`config.mk`:
```
export PLATFORM = sky130hd
export DESIGN_NAME = positional_array_list_unit_flat
export DESIGN_NICKNAME = d
export VERILOG_FILES = /design/src/sv/pal_pkg.sv /design/src/sv/pal_req_if.sv /design/src/sv/pal_rsp_if.sv /design/src/sv/pal_ram.sv /design/src/sv/pal_ctrl.sv /design/src/sv/pal_dp.sv /design/src/sv/positional_array_list_unit.sv /design/src/flat_wrapper.sv
export SDC_FILE = /design/constraint.sdc
export NUM_CORES = 2
export LEC_CHECK = 0
export ABC_AREA = 0
export BUFFER_PORTS_ARGS = -buffer_cell sky130_fd_sc_hd__buf_2
export CAP_MARGIN = 40
export CORE_ASPECT_RATIO = 0.7
export CORE_MARGIN = 3
export CORE_UTILIZATION = 45
export CTS_CLUSTER_SIZE = 28
export DETAILED_ROUTE_END_ITERATION = 8
export PLACE_DENSITY = 0.66
export SYNTH_ARGS = -nofsm -noshare
export SYNTH_HDL_FRONTEND = slang
export SYNTH_SLANG_ARGS = --single-unit
```
`constraint.sdc`:
```
create_clock -name clk -period 7.7 [get_ports clk]
set_input_delay 0.77 -clock clk [delete_from_list [all_inputs] [get_ports clk]]
set_output_delay 0.77 -clock clk [all_outputs]
set_load 0.005 [all_outputs]
```
`src/sv/pal_pkg.sv`:
```
// ----------------------------------------------------------------------------
// pal_pkg: shared types for the positional array list
// Opcodes, status codes, controller states and the command/status bundles
// that join the controller to the datapath.
// ----------------------------------------------------------------------------
package pal_pkg;

	typedef enum logic [1:0] {
		OP_INSERT = 2'd0,
		OP_DELETE = 2'd1,
		OP_READ   = 2'd2,
		OP_NOP    = 2'd3
	} pal_op_t;

	typedef enum logic [1:0] {
		ST_OK    = 2'd0,
		ST_RANGE = 2'd1,
		ST_FULL  = 2'd2
	} pal_status_t;

	typedef enum logic [3:0] {
		S_IDLE,
		S_DECIDE,
		S_UP_CHK,
		S_UP_WR,
		S_INS_WR,
		S_DN_CHK,
		S_DN_WR,
		S_RD,
		S_FINISH
	} pal_state_t;

	// RAM address sources
	typedef enum logic [1:0] {
		AS_K    = 2'd0,
		AS_KM1  = 2'd1,
		AS_PIDX = 2'd2
	} pal_asel_t;

	typedef struct packed {
		logic      latch;    // capture request payload
		logic      decide;   // register status, seed shift index
		logic      k_dec;
		logic      k_inc;
		logic      cnt_inc;
		logic      cnt_dec;
		logic      ram_re;
		pal_asel_t ra_sel;
		logic      ram_we;
		pal_asel_t wa_sel;
		logic      wd_val;   // write request value, else shifted entry
		logic      load_out; // load result register
	} pal_cmd_t;

	typedef struct packed {
		pal_op_t     op;
		pal_status_t code;
		logic        k_at_pidx;
		logic        k_at_count;
		logic        out_free;
	} pal_sts_t;

endpackage

```
`src/sv/pal_req_if.sv`:
```
// ----------------------------------------------------------------------------
// pal_req_if: request channel
// One list operation per transfer: opcode, position and value.
// ----------------------------------------------------------------------------
interface pal_req_if;
	logic               valid;
	logic               ready;
	logic [1:0]         opcode;
	logic [6:0]         position;
	logic signed [31:0] value;

	modport source (output valid, output opcode, output position, output value,
		input ready);
	modport sink (input valid, input opcode, input position, input value,
		output ready);
endinterface

```
`src/sv/pal_rsp_if.sv`:
```
// ----------------------------------------------------------------------------
// pal_rsp_if: response channel
// One result per request: status, read data and list length.
// ----------------------------------------------------------------------------
interface pal_rsp_if;
	logic               valid;
	logic               ready;
	logic [1:0]         status;
	logic signed [31:0] read_value;
	logic [6:0]         list_length;

	modport source (output valid, output status, output read_value,
		output list_length, input ready);
	modport sink (input valid, input status, input read_value,
		input list_length, output ready);
endinterface

```
`src/sv/pal_ram.sv`:
```
// ----------------------------------------------------------------------------
// pal_ram: generic simple dual-port RAM
// One write port, one read port, registered read data held between reads.
// ----------------------------------------------------------------------------
module pal_ram #(
	parameter int WIDTH = 32,
	parameter int DEPTH = 64
) (
	input  logic                     clk,
	input  logic                     we,
	input  logic [$clog2(DEPTH)-1:0] waddr,
	input  logic [WIDTH-1:0]         wdata,
	input  logic                     re,
	input  logic [$clog2(DEPTH)-1:0] raddr,
	output logic [WIDTH-1:0]         rdata
);

	logic [WIDTH-1:0] mem_q [DEPTH];

	always_ff @(posedge clk) begin
		if (we) begin
			mem_q[waddr] <= wdata;
		end
		if (re) begin
			rdata <= mem_q[raddr];
		end
	end

endmodule

```
`src/sv/pal_ctrl.sv`:
```
// ----------------------------------------------------------------------------
// pal_ctrl: list operation sequencer
// Accepts a request, checks it, steps the entry shift one RAM word at a time
// and hands the result to the output register.
// ----------------------------------------------------------------------------
module pal_ctrl (
	input  logic              clk,
	input  logic              arst_n,
	input  logic              req_valid,
	output logic              req_ready,
	input  pal_pkg::pal_sts_t sts,
	output pal_pkg::pal_cmd_t cmd
);

	pal_pkg::pal_state_t st_q, st_d;

	always_ff @(posedge clk or negedge arst_n) begin
		if (!arst_n) begin
			st_q <= pal_pkg::S_IDLE;
		end else begin
			st_q <= st_d;
		end
	end

	always_comb begin
		st_d      = st_q;
		cmd       = '0;
		cmd.ra_sel = pal_pkg::AS_K;
		cmd.wa_sel = pal_pkg::AS_K;
		req_ready = 1'b0;
		unique case (st_q)
			pal_pkg::S_IDLE: begin
				req_ready = 1'b1;
				if (req_valid) begin
					cmd.latch = 1'b1;
					st_d      = pal_pkg::S_DECIDE;
				end
			end
			pal_pkg::S_DECIDE: begin
				cmd.decide = 1'b1;
				if (sts.code != pal_pkg::ST_OK) begin
					st_d = pal_pkg::S_FINISH;
				end else begin
					unique case (sts.op)
						pal_pkg::OP_INSERT: st_d = pal_pkg::S_UP_CHK;
						pal_pkg::OP_DELETE: st_d = pal_pkg::S_DN_CHK;
						pal_pkg::OP_READ:   st_d = pal_pkg::S_RD;
						default:            st_d = pal_pkg::S_FINISH;
					endcase
				end
			end
			pal_pkg::S_UP_CHK: begin
				if (sts.k_at_pidx) begin
					st_d = pal_pkg::S_INS_WR;
				end else begin
					cmd.ram_re = 1'b1;
					cmd.ra_sel = pal_pkg::AS_KM1;
					st_d       = pal_pkg::S_UP_WR;
				end
			end
			pal_pkg::S_UP_WR: begin
				cmd.ram_we = 1'b1;
				cmd.wa_sel = pal_pkg::AS_K;
				cmd.k_dec  = 1'b1;
				st_d       = pal_pkg::S_UP_CHK;
			end
			pal_pkg::S_INS_WR: begin
				cmd.ram_we  = 1'b1;
				cmd.wa_sel  = pal_pkg::AS_PIDX;
				cmd.wd_val  = 1'b1;
				cmd.cnt_inc = 1'b1;
				st_d        = pal_pkg::S_FINISH;
			end
			pal_pkg::S_DN_CHK: begin
				if (sts.k_at_count) begin
					cmd.cnt_dec = 1'b1;
					st_d        = pal_pkg::S_FINISH;
				end else begin
					cmd.ram_re = 1'b1;
					cmd.ra_sel = pal_pkg::AS_K;
					st_d       = pal_pkg::S_DN_WR;
				end
			end
			pal_pkg::S_DN_WR: begin
				cmd.ram_we = 1'b1;
				cmd.wa_sel = pal_pkg::AS_KM1;
				cmd.k_inc  = 1'b1;
				st_d       = pal_pkg::S_DN_CHK;
			end
			pal_pkg::S_RD: begin
				cmd.ram_re = 1'b1;
				cmd.ra_sel = pal_pkg::AS_PIDX;
				st_d       = pal_pkg::S_FINISH;
			end
			pal_pkg::S_FINISH: begin
				if (sts.out_free) begin
					cmd.load_out = 1'b1;
					st_d         = pal_pkg::S_IDLE;
				end
			end
			default: st_d = pal_pkg::S_IDLE;
		endcase
	end

	a_no_overrun: assert property (@(posedge clk) disable iff (!arst_n)
		cmd.load_out |-> sts.out_free)
		else $error("result register loaded while still occupied");

	a_finish_exit: assert property (@(posedge clk) disable iff (!arst_n)
		(st_q == pal_pkg::S_FINISH && sts.out_free) |=> st_q == pal_pkg::S_IDLE)
		else $error("sequencer stuck after result handed over");

	a_ram_excl: assert property (@(posedge clk) disable iff (!arst_n)
		!(cmd.ram_we && cmd.ram_re))
		else $error("RAM read and write issued in the same step");

endmodule

```
`src/sv/pal_dp.sv`:
```
// ----------------------------------------------------------------------------
// pal_dp: list datapath
// Entry RAM, length count, shift index, range checks and result register.
// ----------------------------------------------------------------------------
module pal_dp #(
	parameter int CAPACITY = 64
) (
	input  logic               clk,
	input  logic               arst_n,
	input  logic [1:0]         opcode,
	input  logic [6:0]         position,
	input  logic signed [31:0] value,
	input  pal_pkg::pal_cmd_t  cmd,
	output pal_pkg::pal_sts_t  sts,
	input  logic               out_ready,
	output logic               out_valid,
	output logic [1:0]         status,
	output logic signed [31:0] read_value,
	output logic [6:0]         list_length
);

	localparam int AW = $clog2(CAPACITY);
	localparam int CW = $clog2(CAPACITY + 1);
	localparam int PW = ((CW > 7) ? CW : 7) + 1;

	pal_pkg::pal_op_t     op_q;
	logic [6:0]           pos_q;
	logic [31:0]          val_q;
	pal_pkg::pal_status_t status_q;
	pal_pkg::pal_status_t code;
	logic [CW-1:0]        count_q;
	logic [CW-1:0]        k_q;
	logic [CW-1:0]        k_m1;
	logic [CW-1:0]        pidx_q;
	logic [PW-1:0]        pos_x;
	logic [PW-1:0]        cnt_x;
	logic [PW-1:0]        pos_m1;
	logic                 out_valid_q;
	logic [AW-1:0]        raddr;
	logic [AW-1:0]        waddr;
	logic [31:0]          wdata;
	logic [31:0]          rdata;

	assign pos_x  = PW'(pos_q);
	assign cnt_x  = PW'(count_q);
	assign pos_m1 = pos_x - PW'(1);
	assign k_m1   = k_q - CW'(1);

	// position and capacity checks
	always_comb begin
		code = pal_pkg::ST_OK;
		case (op_q) inside
			pal_pkg::OP_INSERT: begin
				if (pos_q == 7'd0 || pos_x > cnt_x + PW'(1)) begin
					code = pal_pkg::ST_RANGE;
				end else if (cnt_x == PW'(CAPACITY)) begin
					code = pal_pkg::ST_FULL;
				end
			end
			pal_pkg::OP_DELETE, pal_pkg::OP_READ: begin
				if (pos_q == 7'd0 || pos_x > cnt_x) begin
					code = pal_pkg::ST_RANGE;
				end
			end
			default: code = pal_pkg::ST_OK;
		endcase
	end

	always_comb begin
		case (cmd.ra_sel)
			pal_pkg::AS_KM1:  raddr = k_m1[AW-1:0];
			pal_pkg::AS_PIDX: raddr = pidx_q[AW-1:0];
			default:          raddr = k_q[AW-1:0];
		endcase
		case (cmd.wa_sel)
			pal_pkg::AS_KM1:  waddr = k_m1[AW-1:0];
			pal_pkg::AS_PIDX: waddr = pidx_q[AW-1:0];
			default:          waddr = k_q[AW-1:0];
		endcase
	end

	assign wdata = cmd.wd_val ? val_q : rdata;

	pal_ram #(
		.WIDTH(32),
		.DEPTH(CAPACITY)
	) u_ram (
		.clk  (clk),
		.we   (cmd.ram_we),
		.waddr(waddr),
		.wdata(wdata),
		.re   (cmd.ram_re),
		.raddr(raddr),
		.rdata(rdata)
	);

	// request payload and working registers
	always_ff @(posedge clk) begin
		if (cmd.latch) begin
			op_q  <= pal_pkg::pal_op_t'(opcode);
			pos_q <= position;
			val_q <= value;
		end
		if (cmd.decide) begin
			status_q <= code;
			pidx_q   <= pos_m1[CW-1:0];
			if (op_q == pal_pkg::OP_INSERT) begin
				k_q <= count_q;
			end else begin
				k_q <= pos_x[CW-1:0];
			end
		end else if (cmd.k_dec) begin
			k_q <= k_m1;
		end else if (cmd.k_inc) begin
			k_q <= k_q + CW'(1);
		end
		if (cmd.load_out) begin
			status      <= status_q;
			read_value  <= (op_q == pal_pkg::OP_READ && status_q == pal_pkg::ST_OK)
				? rdata : 32'd0;
			list_length <= cnt_x[6:0];
		end
	end

	always_ff @(posedge clk or negedge arst_n) begin
		if (!arst_n) begin
			count_q     <= '0;
			out_valid_q <= 1'b0;
		end else begin
			if (cmd.cnt_inc) begin
				count_q <= count_q + CW'(1);
			end else if (cmd.cnt_dec) begin
				count_q <= count_q - CW'(1);
			end
			if (cmd.load_out) begin
				out_valid_q <= 1'b1;
			end else if (out_ready) begin
				out_valid_q <= 1'b0;
			end
		end
	end

	assign out_valid      = out_valid_q;
	assign sts.op         = op_q;
	assign sts.code       = code;
	assign sts.k_at_pidx  = (k_q == pidx_q);
	assign sts.k_at_count = (k_q == count_q);
	assign sts.out_free   = !out_valid_q || out_ready;

	a_cnt_bound: assert property (@(posedge clk) disable iff (!arst_n)
		count_q <= CW'(CAPACITY))
		else $error("length count beyond capacity");

	a_inc_room: assert property (@(posedge clk) disable iff (!arst_n)
		cmd.cnt_inc |-> count_q < CW'(CAPACITY))
		else $error("insert committed into a full list");

	a_dec_nonempty: assert property (@(posedge clk) disable iff (!arst_n)
		cmd.cnt_dec |-> count_q != '0)
		else $error("delete committed on an empty list");

endmodule

```
`src/sv/positional_array_list_unit.sv`:
```
// ----------------------------------------------------------------------------
// positional_array_list_unit: ordered list with positional insert/delete/read
// Holds up to CAPACITY signed words in RAM with a length count. Insert and
// delete move the later entries one place through the single RAM port pair.
// ----------------------------------------------------------------------------
//  channel | dir | fields                               | per transfer
//  --------+-----+--------------------------------------+------------------
//  req     | in  | opcode, position, value              | one list operation
//  rsp     | out | status, read_value, list_length      | one result
//
//  Each moved entry costs a RAM read and a RAM write.
//  Reset clears the sequencer state, length count and result valid flag;
//    RAM entries stay undefined until written. A result waits in the output
//    register; the next request is taken and worked on meanwhile and stalls
//    only at hand-over if rsp is still full.
module positional_array_list_unit #(
	parameter int CAPACITY = 64
) (
	input  logic            clk,
	input  logic            arst_n,
	pal_req_if.sink         req,
	pal_rsp_if.source       rsp
);

	// command and status bundles between sequencer and datapath
	pal_pkg::pal_cmd_t cmd;
	pal_pkg::pal_sts_t sts;

	pal_ctrl u_ctrl (
		.clk      (clk),
		.arst_n   (arst_n),
		.req_valid(req.valid),
		.req_ready(req.ready),
		.sts      (sts),
		.cmd      (cmd)
	);

	pal_dp #(
		.CAPACITY(CAPACITY)
	) u_dp (
		.clk        (clk),
		.arst_n     (arst_n),
		.opcode     (req.opcode),
		.position   (req.position),
		.value      (req.value),
		.cmd        (cmd),
		.sts        (sts),
		.out_ready  (rsp.ready),
		.out_valid  (rsp.valid),
		.status     (rsp.status),
		.read_value (rsp.read_value),
		.list_length(rsp.list_length)
	);

endmodule
```
`src/flat_wrapper.sv`:
```
// flat-port wrapper written by rule: the top's interface ports become plain ports
module positional_array_list_unit_flat 
#(
	parameter int CAPACITY = 64
)
  (clk, arst_n, req_valid, req_opcode, req_position, req_value, req_ready, rsp_valid, rsp_status, rsp_read_value, rsp_list_length, rsp_ready);
  pal_req_if req_i ();
  pal_rsp_if rsp_i ();
  input  logic clk;
  input  logic arst_n;
  input wire logic [$bits(req_i.valid)-1:0] req_valid;
  input wire logic [$bits(req_i.opcode)-1:0] req_opcode;
  input wire logic [$bits(req_i.position)-1:0] req_position;
  input wire logic [$bits(req_i.value)-1:0] req_value;
  output wire logic [$bits(req_i.ready)-1:0] req_ready;
  output wire logic [$bits(rsp_i.valid)-1:0] rsp_valid;
  output wire logic [$bits(rsp_i.status)-1:0] rsp_status;
  output wire logic [$bits(rsp_i.read_value)-1:0] rsp_read_value;
  output wire logic [$bits(rsp_i.list_length)-1:0] rsp_list_length;
  input wire logic [$bits(rsp_i.ready)-1:0] rsp_ready;
  assign req_i.valid = req_valid;
  assign req_i.opcode = req_opcode;
  assign req_i.position = req_position;
  assign req_i.value = req_value;
  assign req_ready = req_i.ready;
  assign rsp_valid = rsp_i.valid;
  assign rsp_status = rsp_i.status;
  assign rsp_read_value = rsp_i.read_value;
  assign rsp_list_length = rsp_i.list_length;
  assign rsp_i.ready = rsp_ready;
  positional_array_list_unit #(.CAPACITY(CAPACITY)) u_core (.clk(clk), .arst_n(arst_n), .req(req_i), .rsp(rsp_i));
endmodule
```
==> flow_summary.ini <==
[global_route]
overflow = 0
grt_pass1_vias = 70720
antenna_found_initial = 21
grt_max_degree = 175
use_met3_pct = 8.357
grt_pass1_wl_mm = 487.7
use_met2_pct = 41.07
grt_use_met1_pct = 41.13
grt_usage_pct = 28.67
busiest_layer = met1

[setup_path]
endpoint_kind = flop
path_max_fanout = 25
critPathRequiredTime_ns = 8.28
cp_data_arrival_time_ns = 6.80
crit_buf_inv = 5
cp_slowest_stage_delay_ns = 0.78
crit_chain = xor2_1 > nor4_1 > a41oi_1 > nor3b_1 > inv_1 > ha_1 > and2_4 > a21oi_4 > buf_16 > buf_4 > buf_4 > o221a_2 > a221oi_1 > nor3_1 > nor4_1 > buf_4 > nand4_1
cpMaxStageDelayCell = edfxtp_1
cp_top_family = simple AND/OR/NAND/NOR gates
cpMostUsedCell = buf_4
start_kind = flop
rr_worst_depth = 17
worstSetupPathType = flop to flop
critical_path_cell_count = 17

[clock_tree]
cts_root_buf = clkbuf_16
clk_path_buf_depth = 4
tritoncts = built
htreeDepth = 4
insertion_delay_ns = 0.87
numCtsBuffers = 202
cts_setup_buffers = 0
cts.sinks = 2190
clkSlewWorstSetupHoldPaths_ns = 0.07

[run]
timing.max_cap.violations = 0

[timing]
final.setup.tns_ns = 0
fin_crit_ns = 6.217
max_freq_mhz = 160.9
min_period_over_period_pct = 80.73
setup_viol = 0
rsz0062_at_grt = no
worst_pin_slew_ns = 1.178
finalHoldViolations = 0
clock_skew_ns = 0.05527
slew_viol_final = 0
relSlewSlack_pct = 21.47
timing.hold.ws_ns = 0.08211

[place]
place_hpwl_mm = 192.9
gp_congestion = 0.9017
portBuffers = 87

[power]
p_leak_uw = 0.03339
pwr_density_cell_nw_per_um2 = 450.2
ir_worst_vdd_v = 0.0004751

[routing]
drc = 0
num_vias = 75820
wirelength_mm = 336.7
viasPerCell = 7.210
dr.pass1.iters = 8
drt_iter0_drc = 13710
wl_per_cell_um = 32.02
ant_nets = 0

[finish]
post-route-util_pct = 50.83
nFillCells = 17980
drive_gt1_share_pct = 11.80
area_growth_pct = 11.72
fin_nets = 7529

[floorplan]
dieHeight_um = 398.9
core_sq_um = 218100
dieWidth_um = 567.3
initial_core_util_pct = 45.50
rows = 143
die_area_sq_um = 226300
pin_count = 88

[synthesis]
synth_nets = 7670
async_reset_ff_share_pct = 0.5479
netlist_instances = 7591
ys_seq_area_share_pct = 66.21
synth_top_area_cell = edfxtp_1
synth-edff-count = 2178
syn_area_sq_um = 99240
synth_most_common_cell = edfxtp_1
syn_area_per_cell_sq_um = 13.07
ys_top_cells_by_area = edfxtp_1 (66%), o221ai_1 (6.3%), o21ai_0 (3.1%)
ys_ff_latch = 2190
synth_cell_type_count = 76
synth_top_area_share_pct = 65.90
synth_ff_type = edfxtp_1
yosys-top-cells-count = edfxtp_1 (2,178), o221ai_1 (710), nor2_1 (661)
yosysWarnings = 0

[worst_hold_path]
hp-class = primary input to flop
holdPathStages = 1

[status]
status = finished clean
[registers in the layout (all words and copies together), names as in the netlist]
signal	flops
u_core.u_dp.status	2
u_core.u_dp.val_q	32
u_core.u_dp.k_q	7
u_core.u_dp.status_q	2
u_core.u_dp.list_length	7
u_core.u_dp.read_value	32
u_core.u_dp.u_ram.rdata	32
u_core.u_dp.out_valid	1
u_core.u_dp.count_q	7
u_core.u_dp.pidx_q	7
u_core.u_ctrl.st_q	4
u_core.u_dp.pos_q	7
u_core.u_dp.op_q	2
u_core.u_dp.u_ram.mem_q	2048
[metal layers]
layer,share of wire [%],vias to the layer above
met1,39,37880
met2,42,6001
met4,4.0,6
met5,0.020,-
li1,-,31210
met3,14,732
[repair_timing]
item,4_1_cts,5_1_grt
gates resized for setup,0,0
hold buffers,1,0
endpoints found under the hold margin,12,0
[final cells by class]
class	count	area, sq um	area share [%]
clock inverters	101	900.9	0.8125
clock buffers	257	5376	4.849
repair buffers	433	4096	3.695
diodes	12	30.03	0.02708
flip-flops and latches	2190	65700	59.26
inverters	31	123.9	0.1117
multi-input cells	4592	31010	27.97
well taps	2900	3628	3.273
[path summary, 6_finish.rpt]
kind	startpoint	end	slack [ns]
max in group asynchronous	arst_n	u_core.u_dp.count_q[1]	7.07
worst max-delay path	u_core.u_dp.pidx_q[0]	u_core.u_dp.u_ram.rdata[20]	1.48
worst max register to register	u_core.u_dp.pidx_q[0]	u_core.u_dp.u_ram.rdata[20]	1.48
worst min-delay path	req_value[10]	u_core.u_dp.val_q[10]	0.08
min in group asynchronous	arst_n	u_core.u_dp.out_valid	0.34
worst min register to register	u_core.u_dp.status_q[0]	u_core.u_dp.status[0]	0.51
[where the power goes]
group,switching [uW],internal [uW],leakage [uW]
sequential,542,15900,0.0198
clock,4460,5430,0.00303
combinational,16600,7000,0.0106
total,21600,28400,0.0334
[cells in the final DEF (no fill, tap or decap), types with 58 or more instances in the layout]
cell	count
a221o_1	59
o22ai_1	372
clkbuf_16	206
a21oi_1	363
o21ai_0	614
or3_1	202
a22o_1	58
nor2_4	65
o2bb2ai_1	305
o221a_2	58
edfxtp_1	2178
nand2_1	101
buf_4	242
nor2_1	596
nor3_1	170
o221ai_1	710
buf_2	104
[worst reg2reg max path: cells and delay by family, from the launching register on]
family | cells | cell delay [ns]
xor gates and xnor gates | 1 | 0.15
adders and majority gates | 1 | 0.74
buffers and inverters | 5 | 1.16
DFF | 1 | 0.78
and+or+nand+nor | 6 | 2.14
AOI/OAI and AO/OA | 4 | 0.98
[stage by stage]
stage / instances / total power (uW) / worst slack [ns] / instance area [sq um]
6_report: 10520 / 49920 / 1.483 / 110900
5_1_grt: 10500 / 51690 / 1.437 / 110800
4_1_cts: 10500 / 49220 / 1.753 / 110800
3_5_place_dp: 10140 / 39470 / 1.752 / 104500
3_3_place_gp: 10080 / 38770 / 1.262 / 103500
2_1_floorplan: 7591 / 30250 / 2.621 / 99240
[cells by family (layout without fill, tap and decap cells)]
group | count (synthesis) | count (layout) | synth area share (%)
compound gates | 3087 | 3087 | 22.71
xor+xnor | 36 | 36 | 0.3177
fa+ha+maj | 34 | 34 | 0.4362
buf+inv | 809 | 822 | 3.250
flops | 2190 | 2190 | 66.21
mux | 41 | 41 | 0.4564
other cells | 0 | 12 | 0
simple gates | 1394 | 1394 | 6.624
(Power assumes the default switching activity.)
